## config.mk

```make
export PLATFORM = sky130hd
export DESIGN_NAME = structured_grid_element_connectivity
export DESIGN_NICKNAME = d
export VERILOG_FILES = /design/src/rtl/core/sgec_pkg.sv /design/src/rtl/core/sgec_cfg.sv /design/src/rtl/core/sgec_front.sv /design/src/rtl/core/sgec_emit.sv /design/src/rtl/core/structured_grid_element_connectivity.sv
export SDC_FILE = /design/constraint.sdc
export NUM_CORES = 2
export LEC_CHECK = 0
export ABC_CLOCK_PERIOD_IN_PS = 10550
export BUFFER_PORTS_ARGS = -buffer_cell sky130_fd_sc_hd__buf_2
export CORE_UTILIZATION = 45
export DETAILED_ROUTE_END_ITERATION = 16
export HOLD_SLACK_MARGIN = 0.02
export REMOVE_ABC_BUFFERS = 1
export SYNTH_ARGS = -nofsm -noshare
export SYNTH_HDL_FRONTEND = slang
export SYNTH_HIERARCHICAL = 1
export SYNTH_SLANG_ARGS = --single-unit
```

## constraint.sdc

```tcl
create_clock -name clk -period 10.55 [get_ports clk]
set_input_delay 1.055 -clock clk [delete_from_list [all_inputs] [get_ports clk]]
set_output_delay 1.055 -clock clk [all_outputs]
set_load 0.005 [all_outputs]
```

## src/rtl/core/sgec_pkg.sv

```systemverilog
// ----------------------------------------------------------------------------
// sgec_pkg
// Shared types, register codes and corner tables for the grid connectivity
// block.
// ----------------------------------------------------------------------------
package sgec_pkg;

  localparam int unsigned MAX_CELLS_PER_AXIS = 256;

  localparam int unsigned CNT_W   = 9;   // configured cell count
  localparam int unsigned IDX_W   = 8;   // cell index
  localparam int unsigned NODE_W  = 26;  // node index
  localparam int unsigned PLANE_W = 17;  // nodes or cells in one xy plane
  localparam int unsigned ZOFF_W  = 25;  // z times a plane size

  localparam logic [CNT_W-1:0] CNT_MAX = CNT_W'(MAX_CELLS_PER_AXIS);

  // configuration register indexes
  localparam logic [1:0] CFG_MODE    = 2'd0;
  localparam logic [1:0] CFG_CELLS_X = 2'd1;
  localparam logic [1:0] CFG_CELLS_Y = 2'd2;
  localparam logic [1:0] CFG_CELLS_Z = 2'd3;

  // element kinds
  localparam logic [2:0] MODE_LINE = 3'd0;
  localparam logic [2:0] MODE_QUAD = 3'd1;
  localparam logic [2:0] MODE_TRI  = 3'd2;
  localparam logic [2:0] MODE_HEX  = 3'd3;
  localparam logic [2:0] MODE_TET  = 3'd4;
  localparam logic [2:0] MODE_PYR  = 3'd5;

  // corner codes: 0..7 hex corners (bit1 +y, bit2 +z, +x is bit0 xor bit1 in hex order)
  localparam logic [3:0] CORNER_APEX = 4'd8;
  localparam logic [3:0] CORNER_NONE = 4'hF;

  // geometry derived from the configuration registers
  typedef struct packed {
    logic [2:0]                    mode;
    logic [CNT_W-1:0]              cx;
    logic [CNT_W-1:0]              cy;
    logic [CNT_W-1:0]              cz;
    logic [CNT_W-1:0]              nx;
    logic [PLANE_W-1:0]            nxny;
    logic [PLANE_W-1:0]            cxcy;
    logic [NODE_W-1:0]             nnodes;
    logic [7:0][PLANE_W-1:0]       corner_off;
  } geom_t;

  // cell after the multiplier stage
  typedef struct packed {
    logic                valid;
    logic                bad;
    logic [2:0]          mode;
    logic [IDX_W-1:0]    x;
    logic [PLANE_W-1:0]  ynx;
    logic [ZOFF_W-1:0]   znxny;
    logic [PLANE_W-1:0]  ycx;
    logic [ZOFF_W-1:0]   zcxcy;
  } prod_t;

  function automatic logic [1:0] mode_dims(input logic [2:0] mode);
    logic [1:0] d;
    unique case (mode)
      MODE_LINE:          d = 2'd1;
      MODE_QUAD, MODE_TRI: d = 2'd2;
      default:            d = 2'd3;
    endcase
    return d;
  endfunction

  function automatic logic [2:0] elem_count(input logic [2:0] mode);
    logic [2:0] n;
    unique case (mode)
      MODE_TRI:           n = 3'd2;
      MODE_TET, MODE_PYR: n = 3'd6;
      default:            n = 3'd1;
    endcase
    return n;
  endfunction

  function automatic logic [3:0] corner_count(input logic [2:0] mode);
    logic [3:0] n;
    unique case (mode)
      MODE_LINE: n = 4'd2;
      MODE_QUAD: n = 4'd4;
      MODE_TRI:  n = 4'd3;
      MODE_HEX:  n = 4'd8;
      MODE_TET:  n = 4'd4;
      MODE_PYR:  n = 4'd5;
      default:   n = 4'd0;
    endcase
    return n;
  endfunction

  // corner code of slot k of element elem; nibble k of each row is slot k
  function automatic logic [3:0] corner_code(input logic [2:0] mode,
                                             input logic [2:0] elem,
                                             input logic [2:0] k);
    logic [31:0] row;
    row = 32'hFFFF_FFFF;
    unique case (mode)
      MODE_LINE: row = 32'hFFFF_FF10;
      MODE_QUAD: row = 32'hFFFF_3210;
      MODE_TRI:  row = (elem == 3'd0) ? 32'hFFFF_F320 : 32'hFFFF_F210;
      MODE_HEX:  row = 32'h7654_3210;
      MODE_TET: begin
        case (elem)
          3'd0:    row = 32'hFFFF_4320;
          3'd1:    row = 32'hFFFF_6432;
          3'd2:    row = 32'hFFFF_7643;
          3'd3:    row = 32'hFFFF_5210;
          3'd4:    row = 32'hFFFF_5420;
          default: row = 32'hFFFF_6542;
        endcase
      end
      MODE_PYR: begin
        case (elem)
          3'd0:    row = 32'hFFF8_3210;
          3'd1:    row = 32'hFFF8_6745;
          3'd2:    row = 32'hFFF8_2651;
          3'd3:    row = 32'hFFF8_7304;
          3'd4:    row = 32'hFFF8_0154;
          default: row = 32'hFFF8_7623;
        endcase
      end
      default:   row = 32'hFFFF_FFFF;
    endcase
    return row[{k, 2'b00} +: 4];
  endfunction

endpackage

```

## src/rtl/core/sgec_cfg.sv

```systemverilog
// ----------------------------------------------------------------------------
// sgec_cfg
// Configuration registers and the plane sizes and corner offsets derived
// from them, with a settle count that covers the derivation stages.
// ----------------------------------------------------------------------------
module sgec_cfg
  import sgec_pkg::*;
(
  input  logic             clk,
  input  logic             rst_n,
  input  logic             cfg_we,
  input  logic [1:0]       cfg_index,
  input  logic [CNT_W-1:0] cfg_wdata,
  output geom_t            geom,
  output logic             settling
);

  logic [2:0]         mode_r;
  logic [CNT_W-1:0]   cells_x_r, cells_y_r, cells_z_r;
  logic [CNT_W-1:0]   cx, cy, cz;
  logic [CNT_W-1:0]   nx_r, nz_r;
  logic [PLANE_W-1:0] nxny_r, cxcy_r;
  logic [NODE_W-1:0]  nnodes_r;
  logic [7:0][PLANE_W-1:0] off_r, off_nxt;
  logic [1:0]         settle_r;

  always_ff @(posedge clk) begin
    if (!rst_n) begin
      mode_r    <= MODE_HEX;
      cells_x_r <= CNT_W'(1);
      cells_y_r <= CNT_W'(1);
      cells_z_r <= CNT_W'(1);
      settle_r  <= 2'd0;
    end else begin
      if (cfg_we) begin
        unique case (cfg_index)
          CFG_MODE:    mode_r    <= cfg_wdata[2:0];
          CFG_CELLS_X: cells_x_r <= cfg_wdata;
          CFG_CELLS_Y: cells_y_r <= cfg_wdata;
          default:     cells_z_r <= cfg_wdata;
        endcase
        settle_r <= 2'd3;
      end else if (settle_r != 2'd0) begin
        settle_r <= settle_r - 2'd1;
      end
    end
  end

  // counts above the axis limit act as the limit
  assign cx = (cells_x_r > CNT_MAX) ? CNT_MAX : cells_x_r;
  assign cy = (cells_y_r > CNT_MAX) ? CNT_MAX : cells_y_r;
  assign cz = (cells_z_r > CNT_MAX) ? CNT_MAX : cells_z_r;

  always_comb begin
    for (int c = 0; c < 8; c++) begin
      off_nxt[c] = PLANE_W'(c[0] ^ c[1])
                 + (c[1] ? {8'd0, nx_r} : PLANE_W'(0))
                 + (c[2] ? nxny_r : PLANE_W'(0));
    end
  end

  // hex order: corners 2, 3, 6 and 7 are the +y ones, hence the xor above
  always_ff @(posedge clk) begin
    nx_r     <= cx + CNT_W'(1);
    nz_r     <= cz + CNT_W'(1);
    nxny_r   <= {8'd0, cx + CNT_W'(1)} * {8'd0, cy + CNT_W'(1)};
    cxcy_r   <= {8'd0, cx} * {8'd0, cy};
    nnodes_r <= {9'd0, nxny_r} * {17'd0, nz_r};
    off_r    <= off_nxt;
  end

  always_comb begin
    geom.mode       = mode_r;
    geom.cx         = cx;
    geom.cy         = cy;
    geom.cz         = cz;
    geom.nx         = nx_r;
    geom.nxny       = nxny_r;
    geom.cxcy       = cxcy_r;
    geom.nnodes     = nnodes_r;
    geom.corner_off = off_r;
  end

  assign settling = (settle_r != 2'd0);

endmodule

```

## src/rtl/core/sgec_front.sv

```systemverilog
// ----------------------------------------------------------------------------
// sgec_front
// Input register with the range check, then the multiplier stage that
// forms the row and plane terms of the node and apex indexes.
// ----------------------------------------------------------------------------
module sgec_front
  import sgec_pkg::*;
(
  input  logic             clk,
  input  logic             rst_n,
  input  geom_t            geom,
  input  logic             accept,
  input  logic [IDX_W-1:0] in_cell_x,
  input  logic [IDX_W-1:0] in_cell_y,
  input  logic [IDX_W-1:0] in_cell_z,
  input  logic             take,
  output prod_t            prod,
  output logic             stall
);

  logic             s1_v_r, s1_bad_r;
  logic [2:0]       s1_mode_r;
  logic [IDX_W-1:0] s1_x_r, s1_y_r, s1_z_r;
  logic             s2_v_r;
  logic             s2_en;
  logic [1:0]       dims;
  logic [IDX_W-1:0] y_m, z_m;
  logic             bad;
  prod_t            s2_r;

  assign dims = mode_dims(geom.mode);
  assign y_m  = (dims >= 2'd2) ? in_cell_y : '0;
  assign z_m  = (dims == 2'd3) ? in_cell_z : '0;
  assign bad  = (geom.mode > MODE_PYR)
             || ({1'b0, in_cell_x} >= geom.cx)
             || ((dims >= 2'd2) && ({1'b0, in_cell_y} >= geom.cy))
             || ((dims == 2'd3) && ({1'b0, in_cell_z} >= geom.cz));

  assign s2_en = !s2_v_r || take;
  assign stall = s1_v_r && !s2_en;

  always_ff @(posedge clk) begin
    if (!rst_n) begin
      s1_v_r <= 1'b0;
      s2_v_r <= 1'b0;
    end else begin
      if (accept) begin
        s1_v_r <= 1'b1;
      end else if (s2_en) begin
        s1_v_r <= 1'b0;
      end
      if (s2_en) begin
        s2_v_r <= s1_v_r;
      end
    end
  end

  always_ff @(posedge clk) begin
    if (accept) begin
      s1_bad_r  <= bad;
      s1_mode_r <= geom.mode;
      s1_x_r    <= in_cell_x;
      s1_y_r    <= y_m;
      s1_z_r    <= z_m;
    end
    if (s2_en) begin
      s2_r.valid <= s1_v_r;
      s2_r.bad   <= s1_bad_r;
      s2_r.mode  <= s1_mode_r;
      s2_r.x     <= s1_x_r;
      s2_r.ynx   <= {9'd0, s1_y_r} * {8'd0, geom.nx};
      s2_r.znxny <= {17'd0, s1_z_r} * {8'd0, geom.nxny};
      s2_r.ycx   <= {9'd0, s1_y_r} * {8'd0, geom.cx};
      s2_r.zcxcy <= {17'd0, s1_z_r} * {8'd0, geom.cxcy};
    end
  end

  always_comb begin
    prod       = s2_r;
    prod.valid = s2_v_r;
  end

endmodule

```

## src/rtl/core/sgec_emit.sv

```systemverilog
// ----------------------------------------------------------------------------
// sgec_emit
// Cell register with base and apex sums, element counter and the result
// register that sends one element word per cycle.
// ----------------------------------------------------------------------------
module sgec_emit
  import sgec_pkg::*;
(
  input  logic              clk,
  input  logic              rst_n,
  input  geom_t             geom,
  input  prod_t             prod,
  output logic              take,
  output logic              out_valid,
  output logic [NODE_W-1:0] out_node_a,
  output logic [NODE_W-1:0] out_node_b,
  output logic [NODE_W-1:0] out_node_c,
  output logic [NODE_W-1:0] out_node_d,
  output logic [NODE_W-1:0] out_node_e,
  output logic [NODE_W-1:0] out_node_f,
  output logic [NODE_W-1:0] out_node_g,
  output logic [NODE_W-1:0] out_node_h,
  output logic [3:0]        out_corner_count,
  output logic [2:0]        out_sub_element,
  output logic              out_last,
  output logic              out_bad_cell
);

  logic              cell_v_r, cell_bad_r;
  logic [2:0]        cell_mode_r;
  logic [NODE_W-1:0] base_r, apex_r;
  logic [2:0]        elem_r;
  logic [2:0]        n_el;
  logic              last_now;

  logic                  out_valid_r, out_last_r, out_bad_r;
  logic [7:0][NODE_W-1:0] node_r, node_nxt;
  logic [3:0]            cnt_r;
  logic [2:0]            sub_r;

  assign n_el     = cell_bad_r ? 3'd1 : elem_count(cell_mode_r);
  assign last_now = cell_v_r && (elem_r == n_el - 3'd1);
  assign take     = !cell_v_r || last_now;

  always_ff @(posedge clk) begin
    if (!rst_n) begin
      cell_v_r    <= 1'b0;
      elem_r      <= 3'd0;
      out_valid_r <= 1'b0;
    end else begin
      out_valid_r <= cell_v_r;
      if (take) begin
        cell_v_r <= prod.valid;
        elem_r   <= 3'd0;
      end else begin
        elem_r   <= elem_r + 3'd1;
      end
    end
  end

  always_ff @(posedge clk) begin
    if (take) begin
      cell_bad_r  <= prod.bad;
      cell_mode_r <= prod.mode;
      base_r      <= {18'd0, prod.x} + {9'd0, prod.ynx} + {1'b0, prod.znxny};
      apex_r      <= geom.nnodes + {1'b0, prod.zcxcy} + {9'd0, prod.ycx}
                   + {18'd0, prod.x};
    end
  end

  always_comb begin
    for (int k = 0; k < 8; k++) begin
      logic [3:0] code;
      code = corner_code(cell_mode_r, elem_r, 3'(k));
      if (cell_bad_r || code == CORNER_NONE) begin
        node_nxt[k] = '0;
      end else if (code == CORNER_APEX) begin
        node_nxt[k] = apex_r;
      end else begin
        node_nxt[k] = base_r + {9'd0, geom.corner_off[code[2:0]]};
      end
    end
  end

  always_ff @(posedge clk) begin
    node_r     <= node_nxt;
    cnt_r      <= cell_bad_r ? 4'd0 : corner_count(cell_mode_r);
    sub_r      <= cell_bad_r ? 3'd0 : elem_r;
    out_last_r <= last_now;
    out_bad_r  <= cell_bad_r;
  end

  assign out_valid        = out_valid_r;
  assign out_node_a       = node_r[0];
  assign out_node_b       = node_r[1];
  assign out_node_c       = node_r[2];
  assign out_node_d       = node_r[3];
  assign out_node_e       = node_r[4];
  assign out_node_f       = node_r[5];
  assign out_node_g       = node_r[6];
  assign out_node_h       = node_r[7];
  assign out_corner_count = cnt_r;
  assign out_sub_element  = sub_r;
  assign out_last         = out_last_r;
  assign out_bad_cell     = out_bad_r;

`ifndef SYNTHESIS
  a_no_gap_in_cell: assert property (@(posedge clk) disable iff (!rst_n)
    out_valid && !out_last |=> out_valid)
    else $error("element words of one cell not contiguous");

  a_sub_steps: assert property (@(posedge clk) disable iff (!rst_n)
    out_valid && !out_last |=> out_sub_element == $past(out_sub_element) + 3'd1)
    else $error("sub_element did not advance by one");

  a_bad_single: assert property (@(posedge clk) disable iff (!rst_n)
    out_valid && out_bad_cell |->
      out_last && out_corner_count == 4'd0 && out_sub_element == 3'd0)
    else $error("bad cell word malformed");
`endif

endmodule

```

## src/rtl/core/structured_grid_element_connectivity.sv

```systemverilog
// ----------------------------------------------------------------------------
// structured_grid_element_connectivity
// Turns one cell position of a regular grid into the node-index words of
// the elements that fill it.
// ----------------------------------------------------------------------------
// Usage: a cell is taken at a clock edge with start high and busy low. Its
// first element word comes out through the input, multiplier, cell and
// result registers, and the words of one cell follow back to back, out_valid
// high for exactly one cycle each; the receiver cannot stall, so it must
// take every word as it comes. A cell gives 1 word (line, quad, hexahedron),
// 2 (triangles) or 6 (tetrahedra, pyramids); a cell outside the counts, or
// an undefined mode, gives one word with out_bad_cell set. The output side
// sends one element word per cycle while it holds a cell, the next cell
// entering while the last word of the previous one is built. After any
// cfg_we the block holds busy while the plane sizes and corner offsets are
// recomputed; write configuration only when no words are still due.
// ----------------------------------------------------------------------------
module structured_grid_element_connectivity
  import sgec_pkg::*;
(
  input  logic              clk,
  input  logic              rst_n,
  // configuration write port
  input  logic              cfg_we,
  input  logic [1:0]        cfg_index,
  input  logic [CNT_W-1:0]  cfg_wdata,
  // cell command
  input  logic              start,
  output logic              busy,
  input  logic [IDX_W-1:0]  in_cell_x,
  input  logic [IDX_W-1:0]  in_cell_y,
  input  logic [IDX_W-1:0]  in_cell_z,
  // element words
  output logic              out_valid,
  output logic [NODE_W-1:0] out_node_a,
  output logic [NODE_W-1:0] out_node_b,
  output logic [NODE_W-1:0] out_node_c,
  output logic [NODE_W-1:0] out_node_d,
  output logic [NODE_W-1:0] out_node_e,
  output logic [NODE_W-1:0] out_node_f,
  output logic [NODE_W-1:0] out_node_g,
  output logic [NODE_W-1:0] out_node_h,
  output logic [3:0]        out_corner_count,
  output logic [2:0]        out_sub_element,
  output logic              out_last,
  output logic              out_bad_cell
);

  geom_t geom;
  prod_t prod;
  logic  settling;
  logic  front_stall;
  logic  take;
  logic  accept;

  // busy is decoded from registers only; it drops as soon as the input
  // register can move on, even while earlier cells are still in flight
  assign busy   = settling || front_stall;
  assign accept = start && !busy;

  // registers, clamped counts, node/cell plane sizes, corner offsets
  sgec_cfg u_cfg (
    .clk       (clk),
    .rst_n     (rst_n),
    .cfg_we    (cfg_we),
    .cfg_index (cfg_index),
    .cfg_wdata (cfg_wdata),
    .geom      (geom),
    .settling  (settling)
  );

  // input register + range check, then y*NX, z*NX*NY, y*cx, z*cx*cy
  sgec_front u_front (
    .clk       (clk),
    .rst_n     (rst_n),
    .geom      (geom),
    .accept    (accept),
    .in_cell_x (in_cell_x),
    .in_cell_y (in_cell_y),
    .in_cell_z (in_cell_z),
    .take      (take),
    .prod      (prod),
    .stall     (front_stall)
  );

  // base/apex sums, then one element word per cycle from the corner tables
  sgec_emit u_emit (
    .clk              (clk),
    .rst_n            (rst_n),
    .geom             (geom),
    .prod             (prod),
    .take             (take),
    .out_valid        (out_valid),
    .out_node_a       (out_node_a),
    .out_node_b       (out_node_b),
    .out_node_c       (out_node_c),
    .out_node_d       (out_node_d),
    .out_node_e       (out_node_e),
    .out_node_f       (out_node_f),
    .out_node_g       (out_node_g),
    .out_node_h       (out_node_h),
    .out_corner_count (out_corner_count),
    .out_sub_element  (out_sub_element),
    .out_last         (out_last),
    .out_bad_cell     (out_bad_cell)
  );

endmodule
```

==> impl_results.md <==
- Initial antenna violation count: 4
- Nets@finish: 7,822
- Initial Util: 45.5%
- Worst-path maximum fanout: 21
- Gr ovfl total: 0
- CTS tree: built
- Status: finished clean
- CP Cell Sequence: nand2b_1 -> clkinv_1 -> ha_1 -> xor2_1 -> nand2_1 -> fa_1 -> inv_1 -> fa_1 -> inv_1 -> fa_1 -> fa_1 -> inv_1 -> ha_1 -> o21ai_0 -> a21boi_0 -> o211ai_1 -> a211o_1 -> nand2_1 -> o211ai_1
- Post-synthesis sequential element count: 601
- Hold Vio Cnt, Final: 0
- Area leader, netlist: fa_1
- Fin crit period: 6.75 ns
- Post-CTS Setup Repair Bufs: 0
- Post-synth ARST share: 0%
- First-pass iteration count of the detailed router: 5
- Routability Congestion: 0.958
- Crit-path leading delay family: adder cells
- Die Ht: 361 um
- Post-CTS Resized: 0
- Vias: 46,300
- Area grow syn2layout: 8.79%
- Worst R2R Setup Slack: 3.80 ns
- Seq/Total Area, Yosys: 23.8%
- Synth cell count leaders: nand2_1, inv_1, ha_1
- Root buf cell: clkbuf_16
- Initial DRC count: 3,511
- Max VDD drop: 124 uV
- Unrepaired setup endpoints after global routing: false
- Slew HR: 16.1%
- Hold-fix buffer count after cts: 0
- Post-Syn Instances: 6,606
- # rows: 131
- DRT Wirelength: 168 mm
- MaxCap Viol Count: 0
- Post-synthesis area per instance: 8.80 um2
- Core area: 128,000 um2
- Leak Pwr: 30.9 nW
- PnR worst setup slack: 3.80 ns
- PortBufs: 257
- Layout cells sized above 1: 8.30%
- CTS sink count: 601
- Detailed Place HPWL: 129 mm
- Setup-failing EPs final: 0
- Top cells by area, synth: fa_1, dfxtp_1, ha_1
- Final core occ: 49.5%
- Deepest clock path buffer count: 3
- Setup crit end kind: flop
- Ports: 258
- CTS clk-pin slew, worst paths: 0.07 ns
- Synthesized area: 58,100 um2
- Worst Clk Skew: 0.0253 ns
- Post-synth EDFFs: 180
- First-pass GRT wire length: 264 mm
- Worst Path Buf+Inv: 4
- Most common cell in the netlist: nand2_1
- CTS buffer count: 72
- Clock latency on the worst-skew pair: 0.68 ns
- Largest net degree at the start of global routing: 70
- GRT Total Usage: 25.8%
- CP required: 11.10 ns
- Drt wl/cell: 19.9 um
- Slowest stage delay, CP: 0.80 ns
- Highest clock rate: 0.148 GHz
- H-tree Lvls: 3
- Post-route ant nets: 0
- Type of the worst setup path: reg2reg
- Fin Setup TNS: 0 ns
- Post-DR vias/cell: 5.48
- Die area: 131,000 um2
- Distinct cells, synth: 110
- CP Launch Type: flop
- Top cell type's share of synthesized area: 17.6%
- Crit-path slowest cell: dfxtp_1
- Max Transition Viols Final: 0
- Dpl ws: 3.90 ns
- Top FF cell, synth: dfxtp_1
- Die Wd: 361 um
- DRC: 0
- Vias in the first global route: 47,100
- Cell Pwr Density: 160 nW/um2
- Worst hold-check path type: reg2reg
- CP arrival: 7.30 ns
- Final period util: 64.0%
- CP most frequent cell: fa_1
- Slew @ Worst Pin: 1.26 ns
- FILL cells: 12,300
- Ys Warns: 6
-- state kept, by name, indices dropped and copies added, names as in the netlist, 26 cells and up --
signal and flops:
u_emit/apex_r 26, u_emit/out_node_g 26, u_emit/out_node_c 26, u_emit/out_node_b 26, u_emit/out_node_e 26, u_emit/out_node_h 26
u_emit/out_node_d 26, u_emit/out_node_f 26, u_emit/base_r 26, u_emit/out_node_a 26, u_cfg/nnodes_r 26, u_cfg/geom 87
u_front/prod 96
-- power by group --
part | switching (W) | total, W | internal, W
logic | 0.00258 | 0.00433 | 0.00176
clock network | 0.00107 | 0.00268 | 0.00162
registers | 0.000364 | 0.00313 | 0.00277
total | 0.00401 | 0.0101 | 0.00614
-- metal layers --
layer / GRT usage [%] / part of all wire (%) / up-vias
met3: 3.10 / 4.7 / 323
met2: 44.7 / 48 / 1295
met5: 0 / 0 / -
li1: - / - / 22100
met4: 11.1 / 4.5 / 0
met1: 32.3 / 43 / 22600
-- cells in the final DEF (no fill, tap or decap), types with 212 or more instances in the layout --
master,synthesis,layout
a21oi_1,262,260
and2_1,451,451
buf_2,32,257
dfxtp_1,421,421
fa_1,512,512
ha_1,549,549
inv_1,686,686
nand2_1,1029,1026
nor2_1,410,407
o21ai_0,213,212
xnor2_1,219,219
-- final cells by class --
type / count / area [um2] / share of cell area, %
Clock buffer: 88 / 2080 / 3.29
Clock inverter: 45 / 513 / 0.811
Timing Repair Buffer: 319 / 1750 / 2.77
Antenna cell: 2 / 5.00 / 0.00791
Tap cell: 1662 / 2080 / 3.29
Sequential cell: 601 / 13800 / 21.9
Multi-Input combinational cell: 5030 / 40400 / 63.8
Inverter: 698 / 2620 / 4.14
-- path summary, 6_finish.rpt --
check / start / endpoint / cells past startpoint
max: u_cfg/cells_y_r[8]$_SDFFE_PN0P_ / u_cfg/nxny_r[16]$_DFF_P_ / 19
min: u_front/s1_x_r[0]$_DFFE_PP_ / u_front/prod[84]$_DFFE_PP_ / 0
max reg2reg: u_cfg/cells_y_r[8]$_SDFFE_PN0P_ / u_cfg/nxny_r[16]$_DFF_P_ / 19
min reg2reg: u_front/s1_x_r[0]$_DFFE_PP_ / u_front/prod[84]$_DFFE_PP_ / 0
-- through the flow --
step | std cells | hold WS (ns) | area, um2 | total power [W]
finish | 8445 | 0.417 | 63300 | 0.0101
global route | 8443 | 0.427 | 63300 | 0.0108
CTS | 8443 | 0.418 | 63300 | 0.0102
detailed placement | 8310 | 0.405 | 60700 | 0.00744
global placement | 8310 | 0.405 | 60700 | 0.00738
floorplan | 6329 | 0.392 | 56700 | 0.00613
-- logic make-up (layout without fill, tap and decap cells) --
logic type                 count (synthesis)  after routing  share of synthesized area (%)
other                                      2             51                         0.0129
DFF                                      601            601                           23.8
muxes                                     95             95                           2.57
xor gates and xnor gates                 337            337                           5.08
AOI/OAI and AO/OA                       1100           1100                           12.5
adders and majority gates               1061           1061                           29.4
buffers and inverters                   1022           1150                           7.29
and+or+nand+nor                         2388           2388                           19.3
Note: power is estimated with default switching activity, not from simulation.
